## src/design/icmp_rc_pkg.sv

```systemverilog
`default_nettype none

package icmp_rc_pkg;

   localparam logic [3:0] VERDICT_SHORT         = 4'd0;
   localparam logic [3:0] VERDICT_NOT_ICMP      = 4'd1;
   localparam logic [3:0] VERDICT_BAD_CHECKSUM  = 4'd2;
   localparam logic [3:0] VERDICT_DELIVER       = 4'd3;
   localparam logic [3:0] VERDICT_ECHO_REPLY    = 4'd4;
   localparam logic [3:0] VERDICT_BAD_CODE      = 4'd5;
   localparam logic [3:0] VERDICT_UNHANDLED     = 4'd6;
   localparam logic [3:0] VERDICT_EMB_SHORT     = 4'd7;
   localparam logic [3:0] VERDICT_TCP_ERR       = 4'd8;
   localparam logic [3:0] VERDICT_UDP_ERR       = 4'd9;
   localparam logic [3:0] VERDICT_ICMP_ERR      = 4'd10;
   localparam logic [3:0] VERDICT_UNKNOWN_EMB   = 4'd11;

   localparam logic [1:0] KIND_NONE             = 2'd0;
   localparam logic [1:0] KIND_DEST_UNREACH     = 2'd1;
   localparam logic [1:0] KIND_TTL_EXCEEDED     = 2'd2;

   localparam logic [7:0] TYPE_ECHO_REPLY       = 8'd0;
   localparam logic [7:0] TYPE_DEST_UNREACH     = 8'd3;
   localparam logic [7:0] TYPE_ECHO_REQUEST     = 8'd8;
   localparam logic [7:0] TYPE_TIME_EXCEEDED    = 8'd11;

   localparam logic [7:0] CODE_PORT_UNREACH     = 8'd3;
   localparam logic [7:0] CODE_TTL_IN_TRANSIT   = 8'd0;
   localparam logic [7:0] CODE_FRAG_REASSEMBLY  = 8'd1;

   localparam logic [7:0] PROTO_ICMP            = 8'd1;
   localparam logic [7:0] PROTO_TCP             = 8'd6;
   localparam logic [7:0] PROTO_UDP             = 8'd17;

   localparam logic [1:0] CSR_ICMP_MIN          = 2'd0;
   localparam logic [1:0] CSR_TCP_MIN           = 2'd1;
   localparam logic [1:0] CSR_UDP_MIN           = 2'd2;

   localparam logic [15:0] HDR_BYTES            = 16'd8;
   localparam logic [15:0] IPV4_MIN_HDR         = 16'd20;
   localparam logic [15:0] COUNT_MAX            = 16'hFFFF;
   localparam logic [15:0] SUM_GOOD             = 16'hFFFF;

   typedef struct packed {
      logic [7:0] data_byte;
      logic       last;
      logic [7:0] ip_protocol;
   } req_type;

   typedef struct packed {
      logic [3:0]  verdict;
      logic [1:0]  error_kind;
      logic [7:0]  msg_type;
      logic [7:0]  msg_code;
      logic [15:0] reply_checksum;
      logic [7:0]  embedded_proto;
      logic [15:0] embedded_src_port;
      logic [15:0] embedded_dst_port;
      logic [31:0] embedded_seq;
      logic [15:0] embedded_payload_len;
   } rsp_type;

   typedef struct packed {
      logic [15:0] byte_count;
      logic [15:0] running_sum;
      logic [15:0] body_sum;
      logic [7:0]  high_byte;
      logic [7:0]  type_seen;
      logic [7:0]  code_seen;
      logic [15:0] checksum_field;
      logic [7:0]  proto_seen;
      logic [5:0]  inner_hdr_len;
      logic [7:0]  inner_proto;
      logic [15:0] port_a;
      logic [15:0] port_b;
      logic [31:0] seq_word;
   } msg_state_type;

   typedef struct packed {
      logic [7:0] icmp_min;
      logic [7:0] tcp_min;
      logic [7:0] udp_min;
   } csr_type;

endpackage

`default_nettype wire

```

## src/design/icmp_rc_verdict.sv

```systemverilog
`default_nettype none

module icmp_rc_verdict (
   input  icmp_rc_pkg::msg_state_type st,
   input  icmp_rc_pkg::csr_type       csr,
   output icmp_rc_pkg::rsp_type       rsp
);

   logic [15:0] quoted_len;
   logic [15:0] rest;
   logic [15:0] hdr_len;
   logic [3:0]  emb_verdict;
   logic [3:0]  verdict;
   logic [1:0]  kind;
   logic [15:0] reply;

   assign hdr_len    = {10'd0, st.inner_hdr_len};
   assign quoted_len = st.byte_count - icmp_rc_pkg::HDR_BYTES;
   assign rest       = quoted_len - hdr_len;

   // quoted packet checks
   always_comb begin
      if (quoted_len < icmp_rc_pkg::IPV4_MIN_HDR || quoted_len < hdr_len) begin
         emb_verdict = icmp_rc_pkg::VERDICT_EMB_SHORT;
      end else begin
         case (st.inner_proto)
            icmp_rc_pkg::PROTO_ICMP: begin
               emb_verdict = (rest < {8'd0, csr.icmp_min}) ? icmp_rc_pkg::VERDICT_EMB_SHORT
                                                          : icmp_rc_pkg::VERDICT_ICMP_ERR;
            end
            icmp_rc_pkg::PROTO_TCP: begin
               emb_verdict = (rest < {8'd0, csr.tcp_min}) ? icmp_rc_pkg::VERDICT_EMB_SHORT
                                                         : icmp_rc_pkg::VERDICT_TCP_ERR;
            end
            icmp_rc_pkg::PROTO_UDP: begin
               emb_verdict = (rest < {8'd0, csr.udp_min}) ? icmp_rc_pkg::VERDICT_EMB_SHORT
                                                         : icmp_rc_pkg::VERDICT_UDP_ERR;
            end
            default: begin
               emb_verdict = icmp_rc_pkg::VERDICT_UNKNOWN_EMB;
            end
         endcase
      end
   end

   always_comb begin
      kind  = icmp_rc_pkg::KIND_NONE;
      reply = 16'd0;
      if (st.byte_count < icmp_rc_pkg::HDR_BYTES) begin
         verdict = icmp_rc_pkg::VERDICT_SHORT;
      end else if (st.proto_seen != icmp_rc_pkg::PROTO_ICMP) begin
         verdict = icmp_rc_pkg::VERDICT_NOT_ICMP;
      end else if (st.checksum_field != 16'd0 && st.running_sum != icmp_rc_pkg::SUM_GOOD) begin
         verdict = icmp_rc_pkg::VERDICT_BAD_CHECKSUM;
      end else begin
         case (st.type_seen)
            icmp_rc_pkg::TYPE_ECHO_REPLY: begin
               verdict = (st.code_seen == 8'd0) ? icmp_rc_pkg::VERDICT_DELIVER
                                                : icmp_rc_pkg::VERDICT_BAD_CODE;
            end
            icmp_rc_pkg::TYPE_ECHO_REQUEST: begin
               if (st.code_seen == 8'd0) begin
                  verdict = icmp_rc_pkg::VERDICT_ECHO_REPLY;
                  reply   = ~st.body_sum;
               end else begin
                  verdict = icmp_rc_pkg::VERDICT_BAD_CODE;
               end
            end
            icmp_rc_pkg::TYPE_DEST_UNREACH: begin
               if (st.code_seen == icmp_rc_pkg::CODE_PORT_UNREACH) begin
                  kind    = icmp_rc_pkg::KIND_DEST_UNREACH;
                  verdict = emb_verdict;
               end else if (st.code_seen inside {[8'd0:8'd5]}) begin
                  verdict = icmp_rc_pkg::VERDICT_UNHANDLED;
               end else begin
                  verdict = icmp_rc_pkg::VERDICT_BAD_CODE;
               end
            end
            icmp_rc_pkg::TYPE_TIME_EXCEEDED: begin
               if (st.code_seen == icmp_rc_pkg::CODE_TTL_IN_TRANSIT) begin
                  kind    = icmp_rc_pkg::KIND_TTL_EXCEEDED;
                  verdict = emb_verdict;
               end else if (st.code_seen == icmp_rc_pkg::CODE_FRAG_REASSEMBLY) begin
                  verdict = icmp_rc_pkg::VERDICT_UNHANDLED;
               end else begin
                  verdict = icmp_rc_pkg::VERDICT_BAD_CODE;
               end
            end
            default: begin
               verdict = icmp_rc_pkg::VERDICT_DELIVER;
            end
         endcase
      end
   end

   always_comb begin
      rsp                = '0;
      rsp.verdict        = verdict;
      rsp.error_kind     = kind;
      rsp.msg_type       = st.type_seen;
      rsp.msg_code       = st.code_seen;
      rsp.reply_checksum = reply;
      if (verdict >= icmp_rc_pkg::VERDICT_TCP_ERR) begin
         rsp.embedded_proto       = st.inner_proto;
         rsp.embedded_src_port    = st.port_a;
         rsp.embedded_dst_port    = st.port_b;
         rsp.embedded_seq         = st.seq_word;
         rsp.embedded_payload_len = rest;
      end
   end

endmodule

`default_nettype wire

```

## src/design/icmp_receive_classifier.sv

```systemverilog
// a request with last set passes the input register, the state register and the response register in turn
// throughput: one request per cycle while no response is stalled, set by the single running-sum add per byte
// a final request waits in the state stage only while a previous response is stalled
// reset: synchronous, active high; clears message state, valid flags, and sets
// all three minimum-payload registers to 8
`default_nettype none

module icmp_receive_classifier (
   input  wire                  clock,
   input  wire                  reset,
   input  wire                  req_valid,
   output logic                 req_stall,
   input  icmp_rc_pkg::req_type req_payload,
   output logic                 rsp_valid,
   input  wire                  rsp_stall,
   output icmp_rc_pkg::rsp_type rsp_payload,
   input  wire                  csr_write_enable,
   input  wire [1:0]            csr_index,
   input  wire [7:0]            csr_write_data
);

   function automatic logic [15:0] oc_add(input logic [15:0] a, input logic [15:0] b);
      logic [16:0] s;
      s = {1'b0, a} + {1'b0, b};
      return s[15:0] + {15'd0, s[16]};
   endfunction

   icmp_rc_pkg::csr_type       csr_ff;
   icmp_rc_pkg::csr_type       csr_in;
   logic                       in_valid_ff;
   logic                       in_valid_in;
   icmp_rc_pkg::req_type       in_req_ff;
   icmp_rc_pkg::req_type       in_req_in;
   icmp_rc_pkg::msg_state_type state_ff;
   icmp_rc_pkg::msg_state_type state_in;
   icmp_rc_pkg::msg_state_type cur;
   icmp_rc_pkg::msg_state_type nxt;
   logic                       finish_ff;
   logic                       finish_in;
   logic                       rsp_valid_ff;
   logic                       rsp_valid_in;
   icmp_rc_pkg::rsp_type       rsp_ff;
   icmp_rc_pkg::rsp_type       rsp_in;
   icmp_rc_pkg::rsp_type       verdict_rsp;

   logic        hold;
   logic        advance;
   logic        req_accept;
   logic [15:0] idx;
   logic [5:0]  hdr;
   logic [16:0] off;
   logic [15:0] word;
   logic        have_word;
   logic        body_ok;
   logic [7:0]  b;

   assign hold       = finish_ff && rsp_valid_ff && rsp_stall;
   assign advance    = in_valid_ff && !hold;
   assign req_stall  = in_valid_ff && hold;
   assign req_accept = req_valid && !req_stall;

   // configuration
   always_comb begin
      csr_in = csr_ff;
      if (csr_write_enable) begin
         case (csr_index)
            icmp_rc_pkg::CSR_ICMP_MIN: csr_in.icmp_min = csr_write_data;
            icmp_rc_pkg::CSR_TCP_MIN:  csr_in.tcp_min  = csr_write_data;
            icmp_rc_pkg::CSR_UDP_MIN:  csr_in.udp_min  = csr_write_data;
            default:                   csr_in = csr_ff;
         endcase
      end
   end

   // input stage
   always_comb begin
      in_req_in   = in_req_ff;
      in_valid_in = in_valid_ff;
      if (req_accept) begin
         in_req_in   = req_payload;
         in_valid_in = 1'b1;
      end else if (advance) begin
         in_valid_in = 1'b0;
      end
   end

   // a finished message is seen by the next byte as cleared state
   assign cur = finish_ff ? '0 : state_ff;
   assign b   = in_req_ff.data_byte;
   assign idx = cur.byte_count;
   assign hdr = (idx == icmp_rc_pkg::HDR_BYTES) ? {b[3:0], 2'b00} : cur.inner_hdr_len;
   assign off = {1'b0, idx} - {1'b0, icmp_rc_pkg::HDR_BYTES} - {11'd0, hdr};

   always_comb begin
      nxt       = cur;
      word      = 16'd0;
      have_word = 1'b0;
      body_ok   = 1'b0;
      if (idx != icmp_rc_pkg::COUNT_MAX) begin
         if (idx == 16'd0) begin
            nxt.proto_seen = in_req_ff.ip_protocol;
            nxt.type_seen  = b;
         end
         if (idx == 16'd1) nxt.code_seen = b;
         if (idx == 16'd2) nxt.checksum_field[15:8] = b;
         if (idx == 16'd3) nxt.checksum_field[7:0] = b;
         nxt.inner_hdr_len = hdr;
         if (idx == icmp_rc_pkg::HDR_BYTES + 16'd9) nxt.inner_proto = b;
         // transport bytes right after the quoted header
         if (!off[16] && off[15:3] == 13'd0) begin
            case (off[2:0])
               3'd0:    nxt.port_a[15:8]   = b;
               3'd1:    nxt.port_a[7:0]    = b;
               3'd2:    nxt.port_b[15:8]   = b;
               3'd3:    nxt.port_b[7:0]    = b;
               3'd4:    nxt.seq_word[31:24] = b;
               3'd5:    nxt.seq_word[23:16] = b;
               3'd6:    nxt.seq_word[15:8]  = b;
               default: nxt.seq_word[7:0]   = b;
            endcase
         end
         // odd final byte is padded with a zero low byte
         if (idx[0]) begin
            word      = {cur.high_byte, b};
            have_word = 1'b1;
            body_ok   = idx >= 16'd5;
         end else if (in_req_ff.last) begin
            word      = {b, 8'd0};
            have_word = 1'b1;
            body_ok   = idx >= 16'd4;
         end else begin
            nxt.high_byte = b;
         end
         if (have_word) begin
            nxt.running_sum = oc_add(cur.running_sum, word);
            if (body_ok) nxt.body_sum = oc_add(cur.body_sum, word);
         end
         nxt.byte_count = idx + 16'd1;
      end
   end

   // state stage
   always_comb begin
      state_in  = state_ff;
      finish_in = finish_ff;
      if (advance) begin
         state_in  = nxt;
         finish_in = in_req_ff.last;
      end else if (!hold) begin
         state_in  = cur;
         finish_in = 1'b0;
      end
   end

   icmp_rc_verdict u_verdict (
      .st  (state_ff),
      .csr (csr_ff),
      .rsp (verdict_rsp)
   );

   // response register
   always_comb begin
      rsp_in       = rsp_ff;
      rsp_valid_in = rsp_valid_ff;
      if (finish_ff && !hold) begin
         rsp_in       = verdict_rsp;
         rsp_valid_in = 1'b1;
      end else if (rsp_valid_ff && !rsp_stall) begin
         rsp_valid_in = 1'b0;
      end
   end

   always_ff @(posedge clock) begin
      if (reset) begin
         csr_ff       <= '{icmp_min: 8'd8, tcp_min: 8'd8, udp_min: 8'd8};
         in_valid_ff  <= 1'b0;
         state_ff     <= '0;
         finish_ff    <= 1'b0;
         rsp_valid_ff <= 1'b0;
      end else begin
         csr_ff       <= csr_in;
         in_valid_ff  <= in_valid_in;
         state_ff     <= state_in;
         finish_ff    <= finish_in;
         rsp_valid_ff <= rsp_valid_in;
      end
   end

   always_ff @(posedge clock) begin
      in_req_ff <= in_req_in;
      rsp_ff    <= rsp_in;
   end

   assign rsp_valid   = rsp_valid_ff;
   assign rsp_payload = rsp_ff;

`ifndef SYNTHESIS
   a_finish_to_rsp: assert property (@(posedge clock) disable iff (reset)
      finish_ff && !hold |=> rsp_valid)
      else $error("finished message did not reach the response register");

   a_embedded_zero: assert property (@(posedge clock) disable iff (reset)
      rsp_valid && rsp_payload.verdict < icmp_rc_pkg::VERDICT_TCP_ERR |->
      rsp_payload.embedded_proto == 8'd0 && rsp_payload.embedded_src_port == 16'd0 &&
      rsp_payload.embedded_dst_port == 16'd0 && rsp_payload.embedded_seq == 32'd0 &&
      rsp_payload.embedded_payload_len == 16'd0)
      else $error("embedded fields set on a non-error verdict");

   a_kind_match: assert property (@(posedge clock) disable iff (reset)
      rsp_valid |-> ((rsp_payload.error_kind != icmp_rc_pkg::KIND_NONE) ==
      (rsp_payload.verdict >= icmp_rc_pkg::VERDICT_EMB_SHORT)))
      else $error("error kind does not match verdict");

   a_verdict_range: assert property (@(posedge clock) disable iff (reset)
      rsp_valid |-> rsp_payload.verdict <= icmp_rc_pkg::VERDICT_UNKNOWN_EMB)
      else $error("verdict out of range");
`endif

endmodule

`default_nettype wire

```

## config.mk

```make
export PLATFORM = sky130hd
export DESIGN_NAME = icmp_receive_classifier
export DESIGN_NICKNAME = d
export VERILOG_FILES = /design/src/design/icmp_rc_pkg.sv /design/src/design/icmp_rc_verdict.sv /design/src/design/icmp_receive_classifier.sv
export SDC_FILE = /design/constraint.sdc
export NUM_CORES = 1
export LEC_CHECK = 0
export BUFFER_PORTS_ARGS = -buffer_cell sky130_fd_sc_hd__buf_2
export CORE_MARGIN = 2
export CORE_UTILIZATION = 55
export CTS_CLUSTER_SIZE = 28
export DETAILED_ROUTE_END_ITERATION = 16
export PLACE_DENSITY = 0.83
export SLEW_MARGIN = 20
export SYNTH_ARGS = -nofsm -noshare
export SYNTH_HDL_FRONTEND = slang
export SYNTH_SLANG_ARGS = --single-unit
export TNS_END_PERCENT = 20
```

## constraint.sdc

```tcl
create_clock -name clock -period 6.8 [get_ports clock]
set_clock_uncertainty 0.05 [all_clocks]
set_input_delay 1.02 -clock clock [delete_from_list [all_inputs] [get_ports clock]]
set_output_delay 1.02 -clock clock [all_outputs]
set_load 0.03 [all_outputs]
```

==> metrics.txt <==
Finish-stage setup viols=0; CTS Buffer Depth=3; Post-Synth Simple-Gate Area=22.16%; Worst EP arrival=6220 ps; Fin. Hold Viols=0; Worst Path Buf+Inv=1; DRT antenna net count=0; H-tree depth reported by CTS=2; Peak VDD IR=between 0.2 and 0.25 mV; Final #Nets=roughly 2100; vias in the first global route=approximately 14000; layout cells sized above 1=between 10% and 20%; routed length per instance=19.33 µm; Vias=approximately 15000; final wirelength=46230 µm; DP HPWL=between 30000 and 40000 µm; initial antenna violation count=1; Hold Path Stages=2; IO Pins=between 150 and 200; Initial Util=a little under three fifths; pre-CTS setup slack=about 1100 ps; Tightest Hold Check Type=reg2reg; pin count of the biggest net entering global routing=110; slew at the pin with the worst max-slew slack=approximately 1200 ps; fraction of registers with async set or reset after synthesis=0%; Cell Rows=between 60 and 70; first-pass GRT wire length=~73000 µm; Cell Area, Placed=18700 µm²; Slew HR=between 20% and 30%; GR Util met2=approximately 45%; max-cap violations=0; diode count=0; CTS root buffer=clkbuf_16; met1 Use GR=34.43%; hold_sp=state_ff[45]$_SDFFE_PP0P_; Top FF cell, synth=dfxtp_1; most frequent CP cell=nand3_1; delay-heaviest family, CP=simple AND/OR/NAND/NOR gates; core area=around 32000 µm²; Die Area=between 30000 and 40000 µm²; CP cell instances=or4_4 -> nor3_1 -> nand3_1 -> or4_1 -> mux2i_1 -> ha_1 -> ha_1 -> a21o_1 -> a21oi_1 -> o21ai_0 -> a2111oi_0 -> o21ai_0 -> a21oi_4 -> buf_4 -> nand3_1 -> nand3_1 -> a21oi_1; clock transition at the registers of the reported paths=about 70 ps; Total GRT Usage=roughly 27%; GRT Residual Overflow=0; RSZ-0062 raised after global routing=false; Setup Buffers After CTS=0; crit path time final=between 5000 and 6000 ps; GP Congestion=0.9226; vias per inst=around 6.2; Data required, critical path=slightly above 7000 ps; largest family of logic cells by synthesized area=simple AND/OR/NAND/NOR gates; clock sink count=between 300 and 400; adder-cell share of the synthesized area=under 10%; synth warn=0; Slowest-stage cell, CP=or4_4; Synth Instances=around 1900; RR Endpoint=state_ff[24]$_SDFFE_PP0P_; post-synthesis compound-gate area fraction=between 10 and 15%; Total Negative Setup Slacks=0 ps; grt peak-use layer=met2; Synth Area per Inst=9.553 µm²; synth unique cells=between 80 and 90; I/O Buffers=approximately 160; Slew Viols, Final=0; post-synthesis xor/xnor area fraction=under 10%; register area share after synthesis=a little under half; grt met3 use=just over 4%; final worst slack=887.8 ps; CP Capture Type=flop; flop-to-flop setup slack=about 900 ps; CTS tree=built; Max Clk Rate=between 0.15 and 0.2 GHz; DIE WIDTH=roughly 180 µm; synthesis-to-layout area growth=12.00%; Die H=between 150 and 200 µm; Startpoint Class=flop; drt first pass iters=7; Final period util=86.94%; synthesized area=between 15000 and 20000 µm²; r2r startpoint=state_ff[168]$_SDFFE_PP0P_; DR iter-0 viols=between 1500 and 2000; #FFs+latches synth=~340; Post-synth EDFFs=143; reg2reg path depth=17; CTS hold repair buffers=0; Clk Latency, worst-skew pair=530 ps; status=finished, final reports clean; Net Count, Synth=a little under 2000; # DRC=0; pwr dens=between 200 and 250 nW/µm²; post-CTS sizing=0; largest fanout on the critical path=26; multiplexer share of the synthesized area=1.440%; Setup Crit Path Kind=reg2reg; crit-path max cell delay=between 600 and 700 ps; Leak Pwr=7.852 nW; Num CTS Buffers=36; Hold EP=state_ff[45]$_SDFFE_PP0P_; final instance area=19860 µm²
==> sequential cells by signal (all words and copies together), names as in the netlist <==
name         count
finish_ff        1
rsp_valid        1
b                8
state_ff       174
in_req_ff        9
in_valid_ff      1
csr_ff          24
rsp_payload    126
==> per-stage QoR <==
step           hold WS (ps)  power [mW]  instances  utilization [%]
2_1_floorplan         356.4       2.464       1856                -
3_3_place_gp          387.3       2.549       2327            59.11
5_1_grt               422.3       4.573       2392            62.77
3_5_place_dp          397.9       2.560       2327            59.11
4_1_cts               416.3       4.460       2392            62.76
6_report              418.4       4.455       2392            62.77
==> how the worst max path moves through the flow <==
stage / startpoint / endpoint / slack, ps / cells past startpoint
6_report: state_ff[168]$_SDFFE_PP0P_ / state_ff[24]$_SDFFE_PP0P_ / 890 / 17
5_1_grt: state_ff[168]$_SDFFE_PP0P_ / state_ff[5]$_SDFFE_PP0P_ / 440 / 17
4_1_cts: state_ff[168]$_SDFFE_PP0P_ / state_ff[32]$_SDFFE_PP0P_ / 1010 / 16
3_5_place_dp: state_ff[168]$_SDFFE_PP0P_ / state_ff[32]$_SDFFE_PP0P_ / 1050 / 16
3_3_place_gp: state_ff[168]$_SDFFE_PP0P_ / state_ff[35]$_SDFFE_PP0P_ / 1290 / 16
2_1_floorplan: finish_ff$_SDFFE_PP0P_ / state_ff[16]$_SDFFE_PP0P_ / 1640 / 22
==> cells by family (layout without fill, tap and decap cells) <==
kind of cell    Yosys count  after routing
flops                   344            344
simple gates            751            751
compound gates          390            390
xor+xnor                 82             82
buf+inv                 178            312
fa+ha+maj                86             86
mux                      25             25
==> cells in the final DEF (no fill, tap or decap), types with 11 or more instances in the layout <==
master,instances
a211oi_1,11
a21o_1,17
a21oi_1,92
a22o_1,17
a22oi_1,73
and2_1,96
and3_1,22
buf_2,158
buf_4,20
clkbuf_16,36
dfxtp_1,200
edfxtp_1,143
ha_1,81
inv_1,65
mux2i_1,21
nand2_1,111
nand3_1,74
nand4_1,69
nor2_1,205
nor2b_1,42
nor3_1,37
nor4_1,15
o21a_1,18
o21ai_0,58
xnor2_1,48
xor2_1,33
==> power breakdown <==
group / switching (mW) / internal (mW)
clock: 0.836 / 1.09
sequential: 0.0319 / 2.18
combinational: 0.217 / 0.101
total: 1.09 / 3.37
==> tightest hold or removal path: stages, from the launching register on <==
cell	delay (ps)
dfxtp_1	310
nand3_1	60
a21oi_1	60
==> synthesized netlist by cell type, drive strengths merged (8+ instances only) <==
cell / instances / area share, %
edfxtp: 143 / 24
inv: 66 / 1.4
o22ai: 9 / 0.32
a31oi: 10 / 0.35
o21a: 18 / 0.76
xnor2: 48 / 2.4
a21o: 17 / 0.72
nand4: 69 / 2.4
nor3: 42 / 1.3
mux2i: 21 / 1.2
nand3: 76 / 2.2
xor2: 34 / 1.7
a22oi: 73 / 3.1
nor2b: 43 / 1.5
or4: 9 / 0.42
dfxtp: 201 / 23
ha: 81 / 5.7
and3: 22 / 0.78
nor3b: 8 / 0.34
a22o: 17 / 0.84
clkbuf: 84 / 1.8
nand2: 112 / 2.4
o21ai: 66 / 1.9
nor4: 19 / 0.91
nor2: 207 / 4.4
and2: 96 / 3.4
or3: 10 / 0.35
a21oi: 93 / 2.6
buf: 26 / 1.1
nand3b: 9 / 0.45
a211oi: 12 / 0.54
==> metal layers <==
metal  up-vias  wire (µm)  part of all wire [%]
met5         -          0                     0
met4         0       1823                   3.9
met3       142       4003                   8.7
met2       762      22170                    48
met1      7053      18240                    39
li1       6963          -                     -
==> cell type report <==
type | instances | area, µm²
timing repair buffer | 179 | 960.9
tap | 402 | 503.0
fill | 2453 | 11780
sequential | 344 | 8319
multi-input combinational | 1334 | 8663
inverter | 68 | 257.7
clock buffer | 44 | 950.9
clock inverter | 21 | 202.7
Power figures use the tool's default switching activity.
